===== config.mk =====
export PLATFORM = sky130hd
export DESIGN_NAME = software_timer_pool_unit
export DESIGN_NICKNAME = d
export VERILOG_FILES = /design/src/rtl/stp_pkg.sv /design/src/rtl/stp_ram.sv /design/src/rtl/software_timer_pool_unit.sv
export VERILOG_INCLUDE_DIRS = /design/src /design/src/rtl
export SDC_FILE = /design/constraint.sdc
export NUM_CORES = 2
export LEC_CHECK = 0
export ABC_AREA = 0
export BUFFER_PORTS_ARGS = -buffer_cell sky130_fd_sc_hd__clkbuf_2
export CAP_MARGIN = 40
export CORE_MARGIN = 5
export CORE_UTILIZATION = 45
export DETAILED_ROUTE_END_ITERATION = 6
export GPL_ROUTABILITY_DRIVEN = 0
export PLACE_DENSITY = 0.61
export SYNTH_ARGS = -nofsm -noshare
export SYNTH_HDL_FRONTEND = slang
export SYNTH_SLANG_ARGS = --single-unit

===== constraint.sdc =====
create_clock -name clk -period 6.6 [get_ports clk]
set_clock_uncertainty 0.2 [all_clocks]
set_input_delay 1.65 -clock clk [delete_from_list [all_inputs] [get_ports clk]]
set_output_delay 1.65 -clock clk [all_outputs]
set_load 0.02 [all_outputs]

===== src/rtl/software_timer_pool_unit_macros.svh =====
// Assertion macros shared by the timer pool RTL.
// Depends on nothing; the including module must have clk and rst in scope.
`ifndef SOFTWARE_TIMER_POOL_UNIT_MACROS_SVH
`define SOFTWARE_TIMER_POOL_UNIT_MACROS_SVH

// Same-cycle implication, checked outside reset.
`define STP_ASSERT_NOW(label, ante, cons, msg) \
  label: assert property (@(posedge clk) disable iff (rst) (ante) |-> (cons)) else $error(msg);

// Next-cycle implication, checked outside reset.
`define STP_ASSERT_NEXT(label, ante, cons, msg) \
  label: assert property (@(posedge clk) disable iff (rst) (ante) |=> (cons)) else $error(msg);

`endif


===== src/rtl/stp_pkg.sv =====
// Shared types and constants for the software timer pool.
// Used by software_timer_pool_unit; depends on nothing.
`default_nettype none

package stp_pkg;

  localparam int TIMERS_DEF    = 32;
  localparam int TICK_BITS_DEF = 16;

  localparam logic [2:0] ACT_TICK   = 3'd0;
  localparam logic [2:0] ACT_ALLOC  = 3'd1;
  localparam logic [2:0] ACT_CREATE = 3'd2;
  localparam logic [2:0] ACT_POLL   = 3'd3;
  localparam logic [2:0] ACT_CLEAR  = 3'd4;

  localparam logic [1:0] KIND_ALLOC = 2'd0;
  localparam logic [1:0] KIND_POLL  = 2'd1;
  localparam logic [1:0] KIND_EVENT = 2'd2;

  typedef struct packed {
    logic [2:0]  action;
    logic [4:0]  slot;
    logic [15:0] ticks;
    logic        repeating;
  } stp_req_t;

  typedef struct packed {
    logic [1:0] kind;
    logic       ok;
    logic [4:0] timer_index;
    logic       counting;
    logic       expired;
    logic       periodic;
    logic       allocated;
    logic       last;
  } stp_rsp_t;

  typedef struct packed {
    logic allocated;
    logic periodic;
    logic expired;
    logic counting;
  } stp_flags_t;

  typedef enum logic [1:0] {
    ST_IDLE,
    ST_POLL,
    ST_CLEAR,
    ST_WALK
  } stp_state_t;

endpackage

`default_nettype wire


===== src/rtl/stp_ram.sv =====
// Generic single-write, single-read RAM with a registered read port.
// Depends on nothing.
`default_nettype none

module stp_ram #(
  parameter int WIDTH = 8,
  parameter int DEPTH = 32
) (
  input  wire logic                                        clk,
  input  wire logic                                        we,
  input  wire logic [((DEPTH > 1) ? $clog2(DEPTH) : 1)-1:0] waddr,
  input  wire logic [WIDTH-1:0]                            wdata,
  input  wire logic [((DEPTH > 1) ? $clog2(DEPTH) : 1)-1:0] raddr,
  output logic      [WIDTH-1:0]                            rdata
);

  logic [WIDTH-1:0] mem [DEPTH];

  always_ff @(posedge clk) begin
    if (we) begin
      mem[waddr] <= wdata;
    end
    rdata <= mem[raddr];
  end

endmodule

`default_nettype wire


===== src/rtl/software_timer_pool_unit.sv =====
// Top level of the software timer pool: sequencer, slot RAM and result register.
// Depends on stp_pkg, stp_ram and software_timer_pool_unit_macros.svh.
//
//   channel   signals              direction  beat taken when
//   request   start, busy, req     in         start high and busy low at a clock edge
//   result    rsp_valid, rsp       out        every cycle rsp_valid is high
//
// Allocate and create finish at the accepting edge; their reply shows up in the
// next cycle and busy never rises. Poll keeps busy high for one cycle (the slot
// RAM read) and replies at the end of it. Clear keeps busy high for one cycle
// and gives no result. Tick keeps busy high while its walk runs, reading no
// slot with an empty pool: the walk reads one slot per cycle through the single
// RAM read port while the slot read in the previous cycle is updated, and a
// closing cycle releases the held event, which shows up just after busy falls.
// The result receiver cannot stall. Reset
// (rst, synchronous) clears the sequencer, the slot count and one valid bit per
// slot; a slot whose valid bit is clear reads as all zero, so no clearing pass
// is needed after reset.
`default_nettype none
`include "software_timer_pool_unit_macros.svh"

module software_timer_pool_unit
  import stp_pkg::*;
#(
  parameter int TIMERS    = TIMERS_DEF,
  parameter int TICK_BITS = TICK_BITS_DEF
) (
  input  wire logic     clk,
  input  wire logic     rst,
  input  wire logic     start,
  output logic          busy,
  input  wire stp_req_t req,
  output logic          rsp_valid,
  output stp_rsp_t      rsp
);

  // Index width for slots, width of the slot count, counter width, RAM entry width.
  localparam int IW = (TIMERS > 1) ? $clog2(TIMERS) : 1;
  localparam int UW = $clog2(TIMERS + 1);
  localparam int CW = TICK_BITS + 1;
  localparam int EW = 4 + CW + TICK_BITS;

  // Control state.
  stp_state_t          state, state_next;
  logic [UW-1:0]       used_slots, used_slots_next;
  logic [(1<<IW)-1:0]  valid;
  logic                rvalid;
  logic [UW-1:0]       rd_idx, rd_idx_next;
  logic                pv, pv_next;
  logic [IW-1:0]       pidx, pidx_next;
  logic                pend_valid, pend_valid_next;
  logic                rsp_valid_next;

  // Payload registers.
  stp_req_t            cmd, cmd_next;
  stp_rsp_t            pend, pend_next;
  stp_rsp_t            rsp_next;

  // Slot RAM port signals.
  logic                ram_we;
  logic [IW-1:0]       ram_waddr;
  logic [EW-1:0]       ram_wdata;
  logic [IW-1:0]       ram_raddr;
  logic [EW-1:0]       ram_rdata;

  // Decoded entry of the slot read in the previous cycle.
  logic [EW-1:0]       ent;
  stp_flags_t          ent_flags;
  logic [CW-1:0]       ent_cnt;
  logic [TICK_BITS-1:0] ent_per;

  logic                accept;
  logic                walk_issue;
  logic                cmd_in_range;
  logic [IW-1:0]       cmd_idx;
  logic [TICK_BITS-1:0] req_ticks;
  logic [TICK_BITS-1:0] cmd_ticks;

  // Working values of the datapath.
  stp_flags_t          f;
  logic [CW-1:0]       cnt_new;
  logic [TICK_BITS-1:0] per_new;
  logic                fire;

  stp_ram #(
    .WIDTH (EW),
    .DEPTH (TIMERS)
  ) u_slots (
    .clk   (clk),
    .we    (ram_we),
    .waddr (ram_waddr),
    .wdata (ram_wdata),
    .raddr (ram_raddr),
    .rdata (ram_rdata)
  );

  assign busy   = (state != ST_IDLE);
  assign accept = start && !busy;

  // A slot that was never written reads as its reset value, all zero.
  assign ent       = rvalid ? ram_rdata : '0;
  assign ent_flags = stp_flags_t'(ent[EW-1 -: 4]);
  assign ent_cnt   = ent[TICK_BITS +: CW];
  assign ent_per   = ent[TICK_BITS-1:0];

  assign walk_issue   = (rd_idx < used_slots);
  assign cmd_in_range = ({2'b00, cmd.slot} < 7'(TIMERS));
  assign cmd_idx      = IW'(cmd.slot);
  assign req_ticks    = TICK_BITS'(req.ticks);
  assign cmd_ticks    = TICK_BITS'(cmd.ticks);

  // Next state.
  always_comb begin
    state_next = state;
    case (state)
      ST_IDLE: begin
        if (accept) begin
          case (req.action)
            ACT_TICK:  state_next = ST_WALK;
            ACT_POLL:  state_next = ST_POLL;
            ACT_CLEAR: state_next = ST_CLEAR;
            default:   state_next = ST_IDLE;
          endcase
        end
      end
      ST_POLL:  state_next = ST_IDLE;
      ST_CLEAR: state_next = ST_IDLE;
      ST_WALK: begin
        if (!walk_issue && !pv) begin
          state_next = ST_IDLE;
        end
      end
      default: state_next = ST_IDLE;
    endcase
  end

  // Datapath, RAM port and result register values.
  always_comb begin
    ram_we          = 1'b0;
    ram_waddr       = '0;
    ram_wdata       = '0;
    ram_raddr       = IW'(req.slot);
    used_slots_next = used_slots;
    rd_idx_next     = rd_idx;
    pv_next         = 1'b0;
    pidx_next       = pidx;
    pend_valid_next = pend_valid;
    pend_next       = pend;
    rsp_next        = rsp;
    rsp_valid_next  = 1'b0;
    cmd_next        = accept ? req : cmd;
    f               = ent_flags;
    cnt_new         = ent_cnt;
    per_new         = ent_per;
    fire            = 1'b0;

    case (state)
      ST_IDLE: begin
        if (accept) begin
          case (req.action)
            ACT_ALLOC, ACT_CREATE: begin
              rsp_next       = '0;
              rsp_next.kind  = KIND_ALLOC;
              rsp_next.last  = 1'b1;
              rsp_valid_next = 1'b1;
              if (used_slots < UW'(TIMERS)) begin
                // Slots above the count are never touched, so the new entry is built fresh.
                f           = '0;
                f.allocated = 1'b1;
                f.periodic  = (req.action == ACT_CREATE);
                per_new     = (f.periodic && req.repeating) ? req_ticks : '0;
                ram_we      = 1'b1;
                ram_waddr   = used_slots[IW-1:0];
                ram_wdata   = {f, {CW{1'b0}}, per_new};
                used_slots_next      = used_slots + 1'b1;
                rsp_next.ok          = 1'b1;
                rsp_next.timer_index = 5'(used_slots);
                rsp_next.counting    = f.counting;
                rsp_next.expired     = f.expired;
                rsp_next.periodic    = f.periodic;
                rsp_next.allocated   = f.allocated;
              end
            end
            ACT_TICK: begin
              rd_idx_next     = '0;
              pend_valid_next = 1'b0;
            end
            default: begin
            end
          endcase
        end
      end

      ST_POLL: begin
        // Only an allocated slot that is neither counting nor expired is started.
        if (cmd_in_range && f.allocated && !f.expired && !f.counting) begin
          f.counting = 1'b1;
          ram_we     = 1'b1;
          ram_waddr  = cmd_idx;
          ram_wdata  = {f, CW'(cmd_ticks), ent_per};
        end
        rsp_next             = '0;
        rsp_next.kind        = KIND_POLL;
        rsp_next.timer_index = cmd.slot;
        rsp_next.last        = 1'b1;
        if (cmd_in_range) begin
          rsp_next.counting  = f.counting;
          rsp_next.expired   = f.expired;
          rsp_next.periodic  = f.periodic;
          rsp_next.allocated = f.allocated;
        end
        rsp_valid_next = 1'b1;
      end

      ST_CLEAR: begin
        if (cmd_in_range && f.allocated) begin
          f.counting = 1'b0;
          f.expired  = 1'b0;
          ram_we     = 1'b1;
          ram_waddr  = cmd_idx;
          ram_wdata  = {f, {CW{1'b0}}, ent_per};
        end
      end

      ST_WALK: begin
        ram_raddr = rd_idx[IW-1:0];
        if (walk_issue) begin
          rd_idx_next = rd_idx + 1'b1;
          pv_next     = 1'b1;
          pidx_next   = rd_idx[IW-1:0];
        end
        if (pv) begin
          if (f.counting || f.periodic) begin
            cnt_new = ent_cnt - 1'b1;
            if (ent_cnt == '0) begin
              f.expired  = 1'b1;
              f.counting = 1'b0;
              if (f.periodic) begin
                cnt_new = CW'(ent_per);
                fire    = 1'b1;
              end
            end
          end
          ram_we    = 1'b1;
          ram_waddr = pidx;
          ram_wdata = {f, cnt_new, ent_per};
          // An event is held back one step so that the final one can carry last.
          if (fire) begin
            if (pend_valid) begin
              rsp_next       = pend;
              rsp_valid_next = 1'b1;
            end
            pend_next             = '0;
            pend_next.kind        = KIND_EVENT;
            pend_next.timer_index = 5'(pidx);
            pend_next.counting    = f.counting;
            pend_next.expired     = f.expired;
            pend_next.periodic    = f.periodic;
            pend_next.allocated   = f.allocated;
            pend_valid_next       = 1'b1;
          end
        end
        if (!walk_issue && !pv && pend_valid) begin
          rsp_next        = pend;
          rsp_next.last   = 1'b1;
          rsp_valid_next  = 1'b1;
          pend_valid_next = 1'b0;
        end
      end

      default: begin
      end
    endcase
  end

  always_ff @(posedge clk) begin
    if (rst) begin
      state      <= ST_IDLE;
      used_slots <= '0;
      valid      <= '0;
      rvalid     <= 1'b0;
      rd_idx     <= '0;
      pv         <= 1'b0;
      pend_valid <= 1'b0;
      rsp_valid  <= 1'b0;
    end else begin
      state      <= state_next;
      used_slots <= used_slots_next;
      rvalid     <= valid[ram_raddr];
      if (ram_we) begin
        valid[ram_waddr] <= 1'b1;
      end
      rd_idx     <= rd_idx_next;
      pv         <= pv_next;
      pend_valid <= pend_valid_next;
      rsp_valid  <= rsp_valid_next;
    end
  end

  always_ff @(posedge clk) begin
    cmd  <= cmd_next;
    pend <= pend_next;
    rsp  <= rsp_next;
    pidx <= pidx_next;
  end

  `STP_ASSERT_NOW(a_used_bound, 1'b1, used_slots <= UW'(TIMERS), "slot count above pool size")
  `STP_ASSERT_NOW(a_ok_only_alloc, rsp_valid && rsp.kind != KIND_ALLOC, !rsp.ok, "ok set outside an allocation reply")
  `STP_ASSERT_NEXT(a_poll_busy, accept && req.action == ACT_POLL, busy && state == ST_POLL, "poll did not enter its read cycle")
  `STP_ASSERT_NOW(a_walk_index, state == ST_WALK && pv, UW'(pidx) < used_slots, "walk touched a slot beyond the count")
  `STP_ASSERT_NOW(a_pend_walk, pend_valid, state == ST_WALK, "held event outside a tick walk")

endmodule

`default_nettype wire


# Word-level counts from Yosys, hierarchy flattened
# Memories as Yosys holds them, arrays and structs flattened. A register that Yosys moved wholly into a read port is not among the register bits.
# Cells that the tools add are included.
[classes]
n_lt_le_gt_ge = 5
add_sub_neg = 3
n_eq_ne = 15
n_reduce_logical = 29
n_shift = 0
muxes = 71
div_mod_pow = 0
multipliers = 0
bitwise_logic = 2
[ops]
columns = ["operator", "n"]
rows = [
  ["37-bit two-way mux", 7],
  ["37-bit one-hot mux with 4 select lines", 1],
  ["13-bit two-way mux", 6],
  ["17-bit two-way mux", 3],
  ["13-bit one-hot mux with 3 select lines", 1],
  ["5-bit two-way mux", 7],
  ["32-bit OR", 1],
  ["1-bit two-way mux", 28],
  ["5-bit one-hot mux with 4 select lines", 1],
  ["6-bit two-way mux", 3],
  ["17-bit logical NOT", 1],
  ["17-bit by 1-bit subtractor with 17-bit output, second input constant", 1],
  ["16-bit two-way mux", 1],
  ["6-bit by 1-bit adder with 6-bit output, second input constant", 2],
  ["5-bit by 6-bit < comparator with 1-bit output, second input constant", 2],
  ["2-bit one-hot mux with 3 select lines", 2],
  ["6-bit one-hot mux with 2 select lines", 1],
  ["10-bit two-way mux", 1],
  ["3-bit != test, second input constant", 3],
  ["2-bit two-way mux", 4],
  ["4-bit AND reduction", 2],
  ["1-bit logical AND", 7],
  ["3-bit by 2-bit equality test with 1-bit output, second input constant", 2],
  ["6-bit < comparator", 1],
  ["other kinds (25)", 37],
]
[totals]
mem_bits_rw = 1184
word_cells = 150
mem_bits_ro = 0
out_inout_bits = 15
input_bits = 28
register_bits = 98
mem_count = 1
latch_bits = 0
[mem_list]
columns = ["name", "words", "width", "rd", "rd_clocked_by_memory_dff", "wr", "line", "rtl"]
rows = [
  ["u_slots.mem", 32, 37, 1, 1, 1, "stp_ram.sv:17", "logic [WIDTH-1:0] mem [DEPTH];"],
]

# Logic depth before layout (Yosys ltp)
[depth]
ltp_word = 11
mapped_depth = 11
ltp_nobuf = 9

# Modules after synthesis
# A second synthesis with hierarchy kept.
[unflattened]
cells_unflattened = 3199
area_unflattened_um2 = 52188.8
[modules_own_cells]
columns = ["module", "instances", "seq_area_each_um2", "area_each_um2", "cells_per_inst"]
rows = [
  ["stp_ram", 1, 36294.8, 46847.4, 2605],
  ["software_timer_pool_unit", 1, 2442.3, 5341.4, 594],
]

# Worst setup path after synthesis
# Ideal clock, no wire load.
[synth_path]
path_kind = "input -> register"
from = "in req[24] (netlist name)"
to = "mem u_slots.mem[16][0] (netlist name), enable pin"
stages = 6
t_required_ps = 5969
setup_ps = 431
arrival_time_ps = 4612
n_path_buf = 1
slack_ps = 1357
path_cell_list = "or3b_1 > nor4_4 > a222oi_1 > buf_2 > or3_4 > nor2_1"
[synth_between]
elab_chain_len = 7
word_cells_on_any_way = 11
classes_between = "eq/ne (2); mux (8); reduce/logical (1)"
[synth_rtl]
columns = ["element", "line", "rtl"]
rows = [
  ["from (decl)", "software_timer_pool_unit.sv:32", "input wire stp_req_t req,"],
  ["3-bit by 2-bit equality test with 1-bit output or 3-bit by 1-bit equality test with 1-bit output (tied branches)", "software_timer_pool_unit.sv:160", "case (req.action)"],
  ["2-bit OR reduction *", "-", ""],
  ["1-bit two-way mux", "software_timer_pool_unit.sv:160", ""],
  ["1-bit two-way mux", "software_timer_pool_unit.sv:159", "if (accept) begin"],
  ["1-bit one-hot mux with 4 select lines", "software_timer_pool_unit.sv:157", "case (state)"],
  ["1-bit two-way mux", "stp_ram.sv:20", "if (we) begin"],
  ["1-bit two-way mux (not written as such)", "stp_ram.sv:21", "mem[waddr] <= wdata;"],
  ["to (decl)", "stp_ram.sv:17", ""],
]
# Every way passes the cells marked *; elsewhere a longest branch is shown, timed or not.

# Final worst setup path
[layout_path]
from = "in req[22] (netlist name)"
to = "mem u_slots.mem[9][11] (netlist name), enable pin"
# The elaborated chain is that of the path after synthesis.

==> qor.yml <==
critical_path:
  startpoint_type: "input pin"
  arrival_ns: 5.03
  worstPathRequired_ns: 6.84
  critPathMaxFanout: 21
  path_cells: "clkbuf_2 -> xnor2_1 -> nor4_4 -> a222oi_1 -> nand2_1 -> nor2_4 -> buf_12"
  crit_family: "simple AND/OR/NAND/NOR gates"
  critical-path-max-stage-delay_ns: 0.99
  crit_path_top_delay_cell: "a222oi_1"
  end_kind: "flop"
  worstSetupPathType: "in -> reg"
  path_buf_inv: 2
synthesis:
  avgSynthCellArea_um2: 12.92
  synth_ff_type: "edfxtp_1"
  synth_edf_count: 1232
  async_flop_share: 0
  yosys.cell_types.count: 73
  synth_seq_area_share: 0.7471
  yosys-top-cells-area: "edfxtp_1 (71%), nand2_1 (8.5%), nand3_1 (4.1%), dfxtp_1 (3.4%), a31oi_1 (2.0%)"
  synth_top_area_cell: "edfxtp_1"
  synth-seq-cells: 1319
  synth_top_area_share: 0.7135
  synth_nets: 4048
  ys.warnings.count: 0
  netlist_area_mm2: 0.05185
  synthCells: 4012
global_routing:
  antenna_found_initial: 3
  first_global_vias: 31984
  grt_max_degree: 81
  grt_pass1_wl_mm: 217.6
  overflow: 0
  track_usage: 0.2401
drt:
  drc: 0
  wire_per_inst_um: 26.02
  top_layer: "met5"
  firstDrtPassIters: 6
  met1_length_mm: 62.71
  final_antenna_net_count: 0
  via_per_inst: 5.866
  wirelength_mm: 148.8
  route.met3.wl_mm: 12.98
  via_count: 33559
  drt_iter0_drc: 4157
  met2_length_mm: 69.34
outcome:
  status: "finished, final reports clean"
timing:
  fin_ws_ns: 1.806
  drv_slew: 0
  slew-limit-headroom: 0.1917
  finalSetupTns_ns: 0
  setup-violations-final: 0
  rsz0062_at_grt: "false"
  whs_ns: 0.2577
  fmax_mhz: 208.6
  fin_crit_ns: 4.794
  hold_viol_final: 0
  tightest_slew_ns: 1.212
  fin_crit_sh: 0.7264
die:
  core_area_mm2: 0.1143
  die-area_mm2: 0.1221
  dieWidth_um: 349.4
  pin_count: 43
  initial_utilization: 0.4534
  dieHeight_um: 349.4
  num_rows: 124
placed_design:
  placed_cell_area_mm2: 0.05505
  io_buffers: 42
  pre_cts_slack_ns: 1.141
  hpwl_mm: 89.28
min_path:
  hold_path.class: "reg -> reg"
power_and_ir_drop:
  powerDensity_mw_per_mm2: 292.9
  worst_ir_drop_vdd_mv: 0.1964
  p_switching_w: 0.003844
  pwr-share-comb: 0.041
  seqPwrFrac: 0.526
  p_int_w: 0.01357
  pwr-share-clk: 0.433
  p_sw_frac: 0.2207
  cellLeakagePower_nw: 20.96
layout:
  syn2layout_area_growth_pct: 14.68
  nets: 4127
  drive_gt1_frac: 0.1139
  fill_cells: 9524
  final_area_mm2: 0.05946
clock_network:
  clock_path_buffers: 3
  postCtsResizedCells: 0
  cts_tree: "done"
  numCtsBuffers: 139
  post_cts_buffers: 0
  cts_root_buf: "clkbuf_16"
  cts_htree_levels: 4
  cts_sinks: 1319
  hold_buffers: 0
  path_clk_slew_ns: 0.06
  clkLatencyLatePin_ns: 0.74
run:
  cap_violations: 0
## flip-flops by register name, summed over array words and instances, names as in the netlist
signal	cells
u_slots.rdata	37
cmd_idx	5
pend_valid	1
pv	1
rsp_valid	1
cmd_ticks	16
rsp	13
u_slots.mem	1184
state	2
pend	9
pidx	5
valid	32
used_slots	6
rvalid	1
rd_idx	6
## kinds of logic (layout without fill, tap and decap cells)
logic type	after synthesis	in the layout	synth area share
flops	1319	1319	0.7471
compound gates	425	425	0.05782
simple gates	1936	1936	0.1655
other cells	0	3	0
fa+ha+maj	8	8	0.001931
buf+inv	294	488	0.02184
xor+xnor	9	9	0.001520
mux	21	21	0.004223
## cell type report
class                           instances  area [µm²]  area share
Multi-Input combinational cell       2399       12370      0.2081
Antenna cell                            3       7.507   0.0001263
Tap cell                             1512        1892     0.03182
Inverter                               35       131.4    0.002210
Sequential cell                      1319       38740      0.6515
Clock inverter                         70       611.8     0.01029
Timing Repair Buffer                  197        1919     0.03228
Clock buffer                          186        3787     0.06370
## per-layer routing
layer  track usage  up-vias
met3       0.04659      229
met2        0.3793     1484
li1              -    15031
met5             0        -
met1        0.3432    16811
met4       0.06783        4
## path summary, 6_finish.rpt
check                           cells after the start               from  slack, ns                           end
worst min register to register                      0  pidx[2]$_DFFE_PP_       0.26             pend[7]$_DFFE_PP_
worst max-delay path                                7            req[22]       1.81  u_slots.mem[9][11]$_DFFE_PP_
worst max register to register                      6  rvalid$_SDFF_PP0_       2.18  u_slots.mem[9][11]$_DFFE_PP_
worst min-delay path                                0  pidx[2]$_DFFE_PP_       0.26             pend[7]$_DFFE_PP_
## Yosys cell counts, drive strengths merged, types with 6 or more instances
library cell / number
mux2: 7
a22oi: 6
xnor2: 7
ha: 8
nor3: 10
nand2b: 6
o2111ai: 36
o31ai: 9
a221o: 8
nor4: 6
nor2: 75
a21oi: 34
a22o: 18
and2: 9
nor2b: 9
o21ai: 30
nand3: 420
o21ba: 8
or3: 9
dfxtp: 87
buf: 37
o22ai: 23
mux2i: 14
a211oi: 48
inv: 35
nand2: 1170
a31oi: 165
nand4: 151
clkbuf: 222
a21o: 6
and3: 45
or4: 7
edfxtp: 1232
## cells in the final DEF, fill, tap and decap left out, types with 7 or more instances in the layout
| cell type | count |
|---|---|
| buf_4 | 112 |
| a21oi_1 | 32 |
| nand3_1 | 419 |
| edfxtp_1 | 1232 |
| nor2b_1 | 8 |
| and3_1 | 45 |
| nor3_1 | 9 |
| nand4_1 | 151 |
| o21ai_0 | 20 |
| a22o_1 | 18 |
| xnor2_1 | 7 |
| clkinv_1 | 23 |
| a31oi_1 | 163 |
| nand2_1 | 1166 |
| a221o_1 | 8 |
| o22ai_2 | 7 |
| o21ai_1 | 8 |
| o2111ai_1 | 36 |
| nor2_1 | 41 |
| o22ai_1 | 15 |
| o21ba_1 | 7 |
| clkbuf_8 | 9 |
| buf_12 | 32 |
| a211oi_1 | 47 |
| dfxtp_1 | 87 |
| clkbuf_16 | 141 |
| inv_1 | 35 |
| nor2_4 | 33 |
| clkbuf_1 | 36 |
| mux2_2 | 7 |
| ha_1 | 8 |
| clkbuf_2 | 42 |
| mux2i_1 | 14 |
| clkinv_2 | 23 |
## power groups by stage
stage | Clock, W | Sequential [W] | Combinational, W
6_report | 0.00755 | 0.00916 | 0.000716
5_1_grt | 0.00802 | 0.00915 | 0.000763
4_1_cts | 0.00765 | 0.00915 | 0.000713
3_5_place_dp | 0 | 0.00933 | 0.000710
3_3_place_gp | 0 | 0.00933 | 0.000692
2_1_floorplan | 0 | 0.00929 | 0.000407
## per-stage QoR
step / cells / util / power (W)
final: 5721 / 0.5200 / 0.01742
after global routing: 5718 / 0.5199 / 0.01794
after CTS: 5718 / 0.5199 / 0.01751
after detailed placement: 5462 / 0.4815 / 0.01004
after global placement: 5445 / 0.4786 / 0.01002
after floorplan: 4012 / - / 0.009694
Power figures use the tool's default switching activity.
